<file path="config.mk">
export PLATFORM = sky130hd
export DESIGN_NAME = xor_key_recovery_stream_decoder_top
export DESIGN_NICKNAME = d
export VERILOG_FILES = /design/src/sv/xkr_pkg.sv /design/src/sv/xkr_decode.sv /design/src/sv/xkr_emit.sv /design/src/sv/xor_key_recovery_stream_decoder_top.sv
export SDC_FILE = /design/constraint.sdc
export NUM_CORES = 1
export LEC_CHECK = 0
export ABC_AREA = 1
export BUFFER_PORTS_ARGS = -buffer_cell sky130_fd_sc_hd__buf_2
export CORE_ASPECT_RATIO = 0.9
export CORE_MARGIN = 5
export CORE_UTILIZATION = 51
export CTS_CLUSTER_SIZE = 24
export DETAILED_ROUTE_END_ITERATION = 16
export GPL_TIMING_DRIVEN = 0
export PLACE_DENSITY = 0.76
export SYNTH_ARGS = -nofsm -noshare
export SYNTH_HDL_FRONTEND = slang
export SYNTH_SLANG_ARGS = --single-unit
export TNS_END_PERCENT = 10
</file>
<file path="constraint.sdc">
create_clock -name clk -period 8.96 [get_ports clk]
set_input_delay 1.792 -clock clk [delete_from_list [all_inputs] [get_ports clk]]
set_output_delay 1.792 -clock clk [all_outputs]
set_load 0.03 [all_outputs]
</file>
<file path="src/sv/xkr_pkg.sv">
// ----------------------------------------------------------------------------
// xkr_pkg
// Shared types, codes and signature tables for the XOR key recovery decoder.
// ----------------------------------------------------------------------------
package xkr_pkg;

  localparam int unsigned NumSigs   = 7;
  localparam int unsigned HdrBytes  = 4;

  // Result kinds.
  localparam logic KIND_DATA   = 1'b0;
  localparam logic KIND_REPORT = 1'b1;

  // Report status codes.
  localparam logic STATUS_OK      = 1'b0;
  localparam logic STATUS_DROPPED = 1'b1;

  // File type codes.
  localparam logic [2:0] TYPE_JPG     = 3'd0;
  localparam logic [2:0] TYPE_PNG     = 3'd1;
  localparam logic [2:0] TYPE_BMP     = 3'd2;
  localparam logic [2:0] TYPE_GIF     = 3'd3;
  localparam logic [2:0] TYPE_PDF     = 3'd4;
  localparam logic [2:0] TYPE_ZIP     = 3'd5;
  localparam logic [2:0] TYPE_AVI     = 3'd6;
  localparam logic [2:0] TYPE_UNKNOWN = 3'd7;

  typedef logic [HdrBytes-1:0][7:0] hdr_t;

  typedef struct packed {
    logic       kind;
    logic [7:0] out_byte;
    logic [2:0] file_type;
    logic       status;
    logic       last;
  } result_t;

  // Up to three results produced by one input transaction.
  typedef struct packed {
    logic [1:0] cnt;
    result_t    r2;
    result_t    r1;
    result_t    r0;
  } bundle_t;

  // First and second bytes of the known two-byte file signatures.
  function automatic logic [7:0] sig_first(input logic [2:0] i);
    logic [7:0] v;
    v = 8'h00;
    case (i)
      3'd0:    v = 8'hFF;
      3'd1:    v = 8'h89;
      3'd2:    v = 8'h42;
      3'd3:    v = 8'h47;
      3'd4:    v = 8'h50;
      3'd5:    v = 8'h52;
      3'd6:    v = 8'h41;
      default: v = 8'h00;
    endcase
    return v;
  endfunction

  function automatic logic [7:0] sig_second(input logic [2:0] i);
    logic [7:0] v;
    v = 8'h00;
    case (i)
      3'd0:    v = 8'hD8;
      3'd1:    v = 8'h50;
      3'd2:    v = 8'h4D;
      3'd3:    v = 8'h49;
      3'd4:    v = 8'h4B;
      3'd5:    v = 8'h61;
      3'd6:    v = 8'h56;
      default: v = 8'h00;
    endcase
    return v;
  endfunction

  // Recovers the key from the first two raw bytes; zero means no match.
  // The first matching signature wins.
  function automatic logic [7:0] find_key(input logic [7:0] a, input logic [7:0] b);
    logic [7:0] k;
    logic       hit;
    k   = 8'h00;
    hit = 1'b0;
    for (int i = 0; i < NumSigs; i++) begin
      if (!hit && ((a ^ b) == (sig_first(3'(i)) ^ sig_second(3'(i))))) begin
        hit = 1'b1;
        k   = a ^ sig_first(3'(i));
      end
    end
    return k;
  endfunction

  // Classifies a file from its first decoded bytes; missing bytes never match.
  function automatic logic [2:0] classify(input hdr_t h, input logic [2:0] pos);
    logic [HdrBytes-1:0] have;
    logic [2:0]          t;
    for (int i = 0; i < HdrBytes; i++) begin
      have[i] = (3'(i) < pos);
    end
    if (have[2] && h[0] == 8'hFF && h[1] == 8'hD8 && h[2] == 8'hFF)
      t = TYPE_JPG;
    else if (have[3] && h[0] == 8'h89 && h[1] == 8'h50 && h[2] == 8'h4E && h[3] == 8'h47)
      t = TYPE_PNG;
    else if (have[1] && h[0] == 8'h42 && h[1] == 8'h4D)
      t = TYPE_BMP;
    else if (have[2] && h[0] == 8'h47 && h[1] == 8'h49 && h[2] == 8'h46)
      t = TYPE_GIF;
    else if (have[3] && h[0] == 8'h25 && h[1] == 8'h50 && h[2] == 8'h44 && h[3] == 8'h46)
      t = TYPE_PDF;
    else if (have[1] && h[0] == 8'h50 && h[1] == 8'h4B)
      t = TYPE_ZIP;
    else if (have[3] && h[0] == 8'h52 && h[1] == 8'h49 && h[2] == 8'h46 && h[3] == 8'h46)
      t = TYPE_AVI;
    else
      t = TYPE_UNKNOWN;
    return t;
  endfunction

endpackage

</file>
<file path="src/sv/xkr_decode.sv">
// ----------------------------------------------------------------------------
// xkr_decode
// Per-file state, key recovery, byte decoding and end-of-file reporting.
// ----------------------------------------------------------------------------
module xkr_decode import xkr_pkg::*; (
  input  logic       clk,
  input  logic       rst,
  input  logic       fire,
  input  logic [7:0] raw_byte,
  input  logic       eof,
  output bundle_t    bundle
);

  logic [7:0] xor_key, xor_key_next;
  logic       key_known, key_known_next;
  logic [7:0] held, held_next;
  logic [2:0] pos, pos_next;
  hdr_t       hdr, hdr_next;
  logic       dropped, dropped_next;

  logic [2:0] pos_upd;
  hdr_t       hdr_upd;
  logic       dropped_upd;
  logic [7:0] held_upd;
  logic [7:0] key_found;
  logic [7:0] dec;
  logic [1:0] nd;
  logic [7:0] d0, d1;
  result_t    rep;

  always_comb begin
    xor_key_next   = xor_key;
    key_known_next = key_known;
    held_upd       = held;
    pos_upd        = pos;
    hdr_upd        = hdr;
    dropped_upd    = dropped;
    nd             = 2'd0;
    d0             = 8'h00;
    d1             = 8'h00;
    key_found      = find_key(held, raw_byte);
    dec            = raw_byte ^ xor_key;

    if (dropped) begin
      // Remaining bytes of a dropped file are discarded.
    end else if (!key_known) begin
      if (pos == 3'd0) begin
        held_upd = raw_byte;
        pos_upd  = 3'd1;
      end else if (key_found != 8'h00) begin
        xor_key_next   = key_found;
        key_known_next = 1'b1;
        hdr_upd[0]     = held ^ key_found;
        hdr_upd[1]     = raw_byte ^ key_found;
        pos_upd        = 3'd2;
        nd             = 2'd2;
        d0             = held ^ key_found;
        d1             = raw_byte ^ key_found;
      end else begin
        dropped_upd = 1'b1;
      end
    end else begin
      if (pos < 3'(HdrBytes)) begin
        hdr_upd[pos[1:0]] = dec;
        pos_upd           = pos + 3'd1;
      end
      nd = 2'd1;
      d0 = dec;
    end

    rep.kind     = KIND_REPORT;
    rep.out_byte = 8'h00;
    rep.last     = 1'b1;
    if (dropped_upd || !key_known_next) begin
      rep.file_type = TYPE_UNKNOWN;
      rep.status    = STATUS_DROPPED;
    end else begin
      rep.file_type = classify(hdr_upd, pos_upd);
      rep.status    = STATUS_OK;
    end

    bundle.cnt = nd + {1'b0, eof};
    bundle.r0  = '{kind: KIND_DATA, out_byte: d0, file_type: TYPE_JPG,
                   status: STATUS_OK, last: 1'b0};
    bundle.r1  = '{kind: KIND_DATA, out_byte: d1, file_type: TYPE_JPG,
                   status: STATUS_OK, last: 1'b0};
    bundle.r2  = rep;
    if (nd == 2'd0) begin
      bundle.r0 = rep;
    end
    if (nd != 2'd2) begin
      bundle.r1 = rep;
    end
    bundle.r0.last = (bundle.cnt == 2'd1);
    bundle.r1.last = (bundle.cnt == 2'd2);

    // The report closes the file: per-file state starts over, the key stays.
    if (eof) begin
      pos_next     = 3'd0;
      dropped_next = 1'b0;
      held_next    = 8'h00;
      hdr_next     = '0;
    end else begin
      pos_next     = pos_upd;
      dropped_next = dropped_upd;
      held_next    = held_upd;
      hdr_next     = hdr_upd;
    end
  end

  always_ff @(posedge clk) begin
    if (rst) begin
      xor_key   <= 8'h00;
      key_known <= 1'b0;
      held      <= 8'h00;
      pos       <= 3'd0;
      hdr       <= '0;
      dropped   <= 1'b0;
    end else if (fire) begin
      xor_key   <= xor_key_next;
      key_known <= key_known_next;
      held      <= held_next;
      pos       <= pos_next;
      hdr       <= hdr_next;
      dropped   <= dropped_next;
    end
  end

endmodule

</file>
<file path="src/sv/xkr_emit.sv">
// ----------------------------------------------------------------------------
// xkr_emit
// Result register: holds the results of one transaction and sends them out
// one per cycle while out_stall is low.
// ----------------------------------------------------------------------------
module xkr_emit import xkr_pkg::*; (
  input  logic       clk,
  input  logic       rst,
  input  logic       load,
  input  bundle_t    bundle,
  output logic       ready,
  output logic       out_valid,
  input  logic       out_stall,
  output logic       kind,
  output logic [7:0] out_byte,
  output logic [2:0] file_type,
  output logic       status,
  output logic       last
);

  logic [1:0] cnt;
  logic [1:0] idx;
  result_t    slot0, slot1, slot2;
  result_t    cur;
  logic       on_last;

  always_comb begin
    case (idx)
      2'd0:    cur = slot0;
      2'd1:    cur = slot1;
      default: cur = slot2;
    endcase
  end

  assign on_last   = (idx + 2'd1 == cnt);
  assign out_valid = (cnt != 2'd0);
  assign ready     = !out_valid || (on_last && !out_stall);

  assign kind      = cur.kind;
  assign out_byte  = cur.out_byte;
  assign file_type = cur.file_type;
  assign status    = cur.status;
  assign last      = cur.last;

  always_ff @(posedge clk) begin
    if (rst) begin
      cnt <= 2'd0;
      idx <= 2'd0;
    end else if (load) begin
      cnt <= bundle.cnt;
      idx <= 2'd0;
    end else if (out_valid && !out_stall) begin
      if (on_last) begin
        cnt <= 2'd0;
      end else begin
        idx <= idx + 2'd1;
      end
    end
  end

  always_ff @(posedge clk) begin
    if (load) begin
      slot0 <= bundle.r0;
      slot1 <= bundle.r1;
      slot2 <= bundle.r2;
    end
  end

endmodule

</file>
<file path="src/sv/xor_key_recovery_stream_decoder_top.sv">
// ----------------------------------------------------------------------------
// xor_key_recovery_stream_decoder_top
// Recovers a one-byte XOR key from file signatures and decodes a byte stream.
// ----------------------------------------------------------------------------
//
//   Channel   Handshake             Payload
//   input     in_valid / in_stall   in_byte, end_of_file
//   output    out_valid / out_stall kind, out_byte, file_type, status, last
//
// A transaction is accepted when valid is high and stall is low.
// An input byte waits in the input register and then moves all its results
// into the result register in one step; the block takes one byte per cycle
// as long as each byte gives at most one result and out_stall is low.
// A byte that gives two or three results (key learned, end-of-file report)
// sends them one result per cycle while out_stall is low; the next byte waits
// in the input register and further input stalls. Reset is synchronous and
// active high; it clears the key and all file state. in_stall follows
// out_stall combinationally while a byte waits and the last result is shown.
module xor_key_recovery_stream_decoder_top import xkr_pkg::*; (
  input  logic       clk,
  input  logic       rst,
  input  logic       in_valid,
  output logic       in_stall,
  input  logic [7:0] in_byte,
  input  logic       end_of_file,
  output logic       out_valid,
  input  logic       out_stall,
  output logic       kind,
  output logic [7:0] out_byte,
  output logic [2:0] file_type,
  output logic       status,
  output logic       last
);

  // Input register.
  logic       in_full;
  logic [7:0] raw_byte;
  logic       raw_eof;

  logic       emit_ready;
  logic       advance;
  logic       accept;
  bundle_t    bundle;

  // The buffered byte moves on whenever the result register can take its
  // results this cycle; the input register is then free for the next byte.
  assign advance  = in_full && emit_ready;
  assign in_stall = in_full && !advance;
  assign accept   = in_valid && !in_stall;

  always_ff @(posedge clk) begin
    if (rst) begin
      in_full <= 1'b0;
    end else if (accept) begin
      in_full <= 1'b1;
    end else if (advance) begin
      in_full <= 1'b0;
    end
  end

  always_ff @(posedge clk) begin
    if (accept) begin
      raw_byte <= in_byte;
      raw_eof  <= end_of_file;
    end
  end

  // Key recovery and decoding; state updates as the byte leaves the register.
  xkr_decode u_decode (
    .clk      (clk),
    .rst      (rst),
    .fire     (advance),
    .raw_byte (raw_byte),
    .eof      (raw_eof),
    .bundle   (bundle)
  );

  // Result register and output sequencing.
  xkr_emit u_emit (
    .clk       (clk),
    .rst       (rst),
    .load      (advance),
    .bundle    (bundle),
    .ready     (emit_ready),
    .out_valid (out_valid),
    .out_stall (out_stall),
    .kind      (kind),
    .out_byte  (out_byte),
    .file_type (file_type),
    .status    (status),
    .last      (last)
  );

endmodule

</file>
== Word level (Yosys, flattened, before mapping) ==
Cells that the tools add are included.

* Add/subtract/negate cells: 3
* $lt $le $gt $ge: 6
* Eq/ne operators: 32
* Mux-type cells: 77
* Bitwise logic cells: 16
* Reduce and logical (&&, ||, !) cells: 63

{| class="wikitable"
|+ Operators by type and width
! cell !! count
|-
| $mux W8 || 27
|-
| $eq A8 B7 Y1 const B || 13
|-
| $mux W32 || 3
|-
| $xor A8 B8 Y8 || 11
|-
| $mux W16 || 4
|-
| $eq A8 B8 Y1 const B || 5
|-
| $mux W3 || 12
|-
| $logic_and A1 B1 Y1 || 34
|-
| $bwmux W32 || 1
|-
| $mux W14 || 2
|-
| $pmux W14 S2 || 1
|-
| $eq A8 B6 Y1 const B || 3
|-
| $mux W1 || 18
|-
| $demux W8 S2 || 1
|-
| $eq A8 B4 Y1 const B || 2
|-
| $eq A8 B5 Y1 const B || 2
|-
| $mux W2 || 7
|-
| $logic_not A1 Y1 || 11
|-
| $reduce_bool A2 Y1 || 5
|-
| $reduce_bool A8 Y1 || 1
|-
| $lt A2 B3 Y1 const A || 2
|-
| $ne A2 B2 Y1 const B || 3
|-
| $not A1 Y1 || 5
|-
| $reduce_and A5 Y1 || 1
|-
| other kinds (18) || 23
|}

* Flip-flop bits (word level): 99
* Output and inout port bits: 16

== Logic depth before layout (Yosys ltp) ==
* Word-level depth: 42
* Mapped depth: 28
* Depth with buffers taken out: 27

== By module ==
Synthesis repeated with hierarchy kept, for this count alone.

* Cell total of the unflattened synthesis: 1000
* Area, all modules: 6936.7 µm²

{| class="wikitable"
|+ Modules (own cells, without submodules)
! module !! instances !! cells each !! area an instance (µm²) !! seq. area each (µm²)
|-
| xkr_decode || 1 || 859 || 4819.6 || 1061.0
|-
| xkr_emit || 1 || 123 || 1790.5 || 1341.3
|-
| xor_key_recovery_stream_decoder_top || 1 || 18 || 326.6 || 290.3
|}

== Least setup slack after synthesis ==
No wires, ideal clock.

* Path kind: input -> register
* From: input port out_stall
* To: register u_decode.hdr[23] (netlist name)
* Data arrival time: 5171 ps
* Setup slack: 3714 ps
* Stages on the path: 9
* Buffers on the path: 1
* Path through: or2_2 > nand2_1 > inv_1 > nor2_1 > clkinv_1 > nor2_1 > nand2_1 > clkbuf_1 > o21ai_0

* Word-level cells in the longest chain between the ends: 4

{| class="wikitable"
|+ Ends and longest elaborated chain
! element !! RTL line !! RTL
|-
| start: declaration || xor_key_recovery_stream_decoder_top.sv:27 || <nowiki>input logic out_stall,</nowiki>
|-
| $logic_not A1 Y1 || xkr_emit.sv:37 || <nowiki>assign ready = !out_valid || (on_last && !out_stall);</nowiki>
|-
| $logic_and A1 B1 Y1 || xkr_emit.sv:37 ||
|-
| $logic_or A1 B1 Y1 || xkr_emit.sv:37 ||
|-
| $logic_and A1 B1 Y1 || xor_key_recovery_stream_decoder_top.sv:47 || <nowiki>assign advance = in_full && emit_ready;</nowiki>
|-
| via advance || xor_key_recovery_stream_decoder_top.sv:41 || <nowiki>logic advance;</nowiki>
|-
| end signal: assignment || xkr_decode.sv:124 || <nowiki>hdr <= hdr_next;</nowiki>
|-
| end: declaration || xkr_decode.sv:18 || <nowiki>hdr_t hdr, hdr_next;</nowiki>
|}

The timed path passes the listed nets, and every way through them passes these cells.
A chain may end at the register's enable or synchronous reset.

== Worst setup path in the final report ==
Ends and elaborated chain as after synthesis.

==> results.toml <==
[outcome]
status = "finished, final reports clean"

[synthesis]
ys.flop_type = "dfxtp_1"
synth_edf_count = 41
synth_area_leader_cell = "edfxtp_1"
ys_ff_latch = 99
ys.warnings.count = 0
yosysMostFrequentCell = "nand2_1"
syn_nets = 851
synth-seq-area-share_pct = 39.4
synth_common_cells = "185 x nand2_1, 99 x inv_1, 77 x nor2_1, 58 x dfxtp_1, 57 x nand3_1"
synthDominantCellAreaShare_pct = 20.3
syn_area_um2 = 6080
synth.avg_cell_area_um2 = 7.31
synth_cells = 831
synth_cell_type_count = 46
yosys-top-cells-area = "edfxtp_1 20%, dfxtp_1 19%, nand2_1 11%, inv_1 6.1%, nor2_1 4.8%"
async_flop_share_pct = 0

[sta]
final-hold-violation-count = 0
tns_ps = 0
worst_clock_skew_ps = 11.5
slew-limit-headroom_pct = 42.5
rsz0062_at_grt = "false"
worst_pin_slew_ps = 860
min_period_ps = 4780
fmax_mhz = 209
setup_slack_ps = 4180
setup-violations-final = 0
slew_violations = 0
fin_crit_sh_pct = 53.3

[routing]
wl_per_cell_um = 16.0
firstDrtPassIters = 6
viasPerCell = 5.57
drt-total-wl_um = 16500
vias = 5738
drc = 0
drtIter0Drc = 658
postRouteAntennaNets = 0

[setup_path]
end_kind = "register"
timing.rr.end = "u_decode.hdr[23]$_SDFFE_PP0P_"
reg2reg_slack_ps = 4760
start_kind = "primary input"
reg2reg_depth = 14
crit_type = "in -> reg"
rr_startpoint = "u_emit.idx[0]$_SDFFE_PP0P_"
required_ps = 9230
cp.arrival_ps = 5050
cp_max_fo = 33

[finish]
drive_gt1_share_pct = 15.9
filler_cell_count = 1078
antenna_cells = 0
fin_util_pct = 58.8
syn2layout_area_growth_pct = 11.6
nets = 889

[grt]
grt_pass1_wl_um = 26600
grt_pass1_vias = 5237
overflow = 0
grt_usage_pct = 23.4
grt_max_degree = 34
antenna_found_initial = 0

[power_and_ir_drop]
power_mw = 1.19
p_seq_share_pct = 42.2
p_sw_share_pct = 28.1
pwr-share-comb_pct = 18.0
power.internal_mw = 0.853
switching_power_mw = 0.333
pwr-share-clk_pct = 39.8
p_leak_nw = 2.79
irDropWorstVdd_mv = 0.130
p_per_area_nw_per_um2 = 175

[clock_tree]
cts_tree = "yes"
numCtsBuffers = 9
cts_hold_buf = 0
clock_tree.buffer_depth = 2
htree_num_levels = 3
clkTransAtPathRegs_ps = 70
clock_sinks = 99
clkLatencyLatePin_ps = 360
cts_resized = 0
post_cts_buffers = 0
clock-root-buffer = "clkbuf_16"

[flow_run]
cap_viol_max_count = 0

[floorplan]
std_cell_rows = 37
dieArea_um2 = 14200
core_um2 = 11500
start_util_pct = 52.7
die_h_um = 114
die_x_um = 125
io_pins = 29

[place]
place_ws_ps = 3850
port_buffers = 27
dpl.hpwl_um = 12300
gp_congestion = 0.939

[min_path]
worstHoldPathType = "reg -> reg"
min_to = "u_emit.idx[1]$_SDFFE_PP0P_"
worstHoldPathCells = 2
min_from = "u_emit.idx[1]$_SDFFE_PP0P_"
-- final cells by class --
| cell class | instances | area, um^2 | share of cell area, % |
|---|---|---|---|
| buffer | 30 | 161 | 2.38 |
| clock buffer | 10 | 229 | 3.38 |
| clock inverter | 6 | 136 | 2.01 |
| inverter | 120 | 450 | 6.64 |
| multi-input combinational | 582 | 3080 | 45.4 |
| sequential | 99 | 2390 | 35.3 |
| tap | 156 | 195 | 2.88 |
| timing repair buffer | 27 | 135 | 1.99 |
-- worst max-delay path, cell delays in order --
cell and delay, ps:
buf_2 100, or2_2 310, nand2_1 90, inv_1 70, nor2_4 650, clkinv_1 510
nor2_1 550, nand2_1 370, clkbuf_1 360, o21ai_0 220
-- layout by cell type, fill, tap and decap left out, types with 8 or more instances in the layout --
| cell | count |
|---|---|
| inv_2 | 19 |
| nand3_2 | 10 |
| edfxtp_1 | 41 |
| nand3_1 | 57 |
| o22ai_1 | 35 |
| nand4_1 | 8 |
| nand2_1 | 185 |
| a22o_1 | 8 |
| a21oi_1 | 39 |
| buf_2 | 32 |
| nor2_1 | 76 |
| dfxtp_1 | 58 |
| nor2_2 | 10 |
| nand2_2 | 24 |
| inv_1 | 99 |
| o21ai_0 | 51 |
| clkbuf_16 | 9 |
| clkbuf_1 | 19 |
-- logic make-up after synthesis --
family	synth area share, %
compound gates	16.0
xor+xnor	2.02
fa+ha+maj	1.44
buf+inv	10.1
flops	39.4
simple gates	31.1
-- power groups by stage --
stage / combinational [mW] / sequential [mW] / clock, mW
after floorplan: 0.156 / 0.507 / 0
after global placement: 0.206 / 0.510 / 0
after detailed placement: 0.208 / 0.510 / 0
after CTS: 0.210 / 0.500 / 0.478
after global routing: 0.231 / 0.502 / 0.499
final: 0.214 / 0.500 / 0.472
-- registers in the layout (all words and copies together) (netlist names), 3 cells and up --
name / count
u_decode.hdr: 32
u_emit.slot1: 14
u_decode.held: 8
u_decode.pos: 3
u_emit.slot2: 4
u_decode.xor_key: 8
u_emit.slot0: 14
raw_byte: 8
-- worst max-delay path by stage --
stage,from,to,slack (ps),cells after the start
6_report,out_stall,u_decode.hdr[23]$_SDFFE_PP0P_,4180,10
4_1_cts,out_stall,u_decode.hdr[23]$_SDFFE_PP0P_,4220,10
2_1_floorplan,out_stall,u_decode.hdr[23]$_SDFFE_PP0P_,3710,9
5_1_grt,out_stall,u_decode.hdr[12]$_SDFFE_PP0P_,3920,10
3_5_place_dp,out_stall,u_decode.hdr[23]$_SDFFE_PP0P_,3850,10
3_3_place_gp,out_stall,u_decode.hdr[23]$_SDFFE_PP0P_,2150,10
-- routing by layer --
metal,vias to the layer above,track usage [%],wire [um]
met3,41,5.95,1700
met1,2586,32.5,7250
met4,0,8.96,451
li1,2820,-,-
met2,291,35.4,7050
met5,-,0,0
-- per-stage QoR --
step                hold WS [ps]  instances  instance area (um^2)
floorplan                    441        831                  6080
global placement             450       1014                  6410
detailed placement           459       1014                  6410
CTS                          469       1030                  6780
global route                 484       1030                  6780
finish                       468       1030                  6780
No activity file was read; power rests on OpenSTA's default activity.
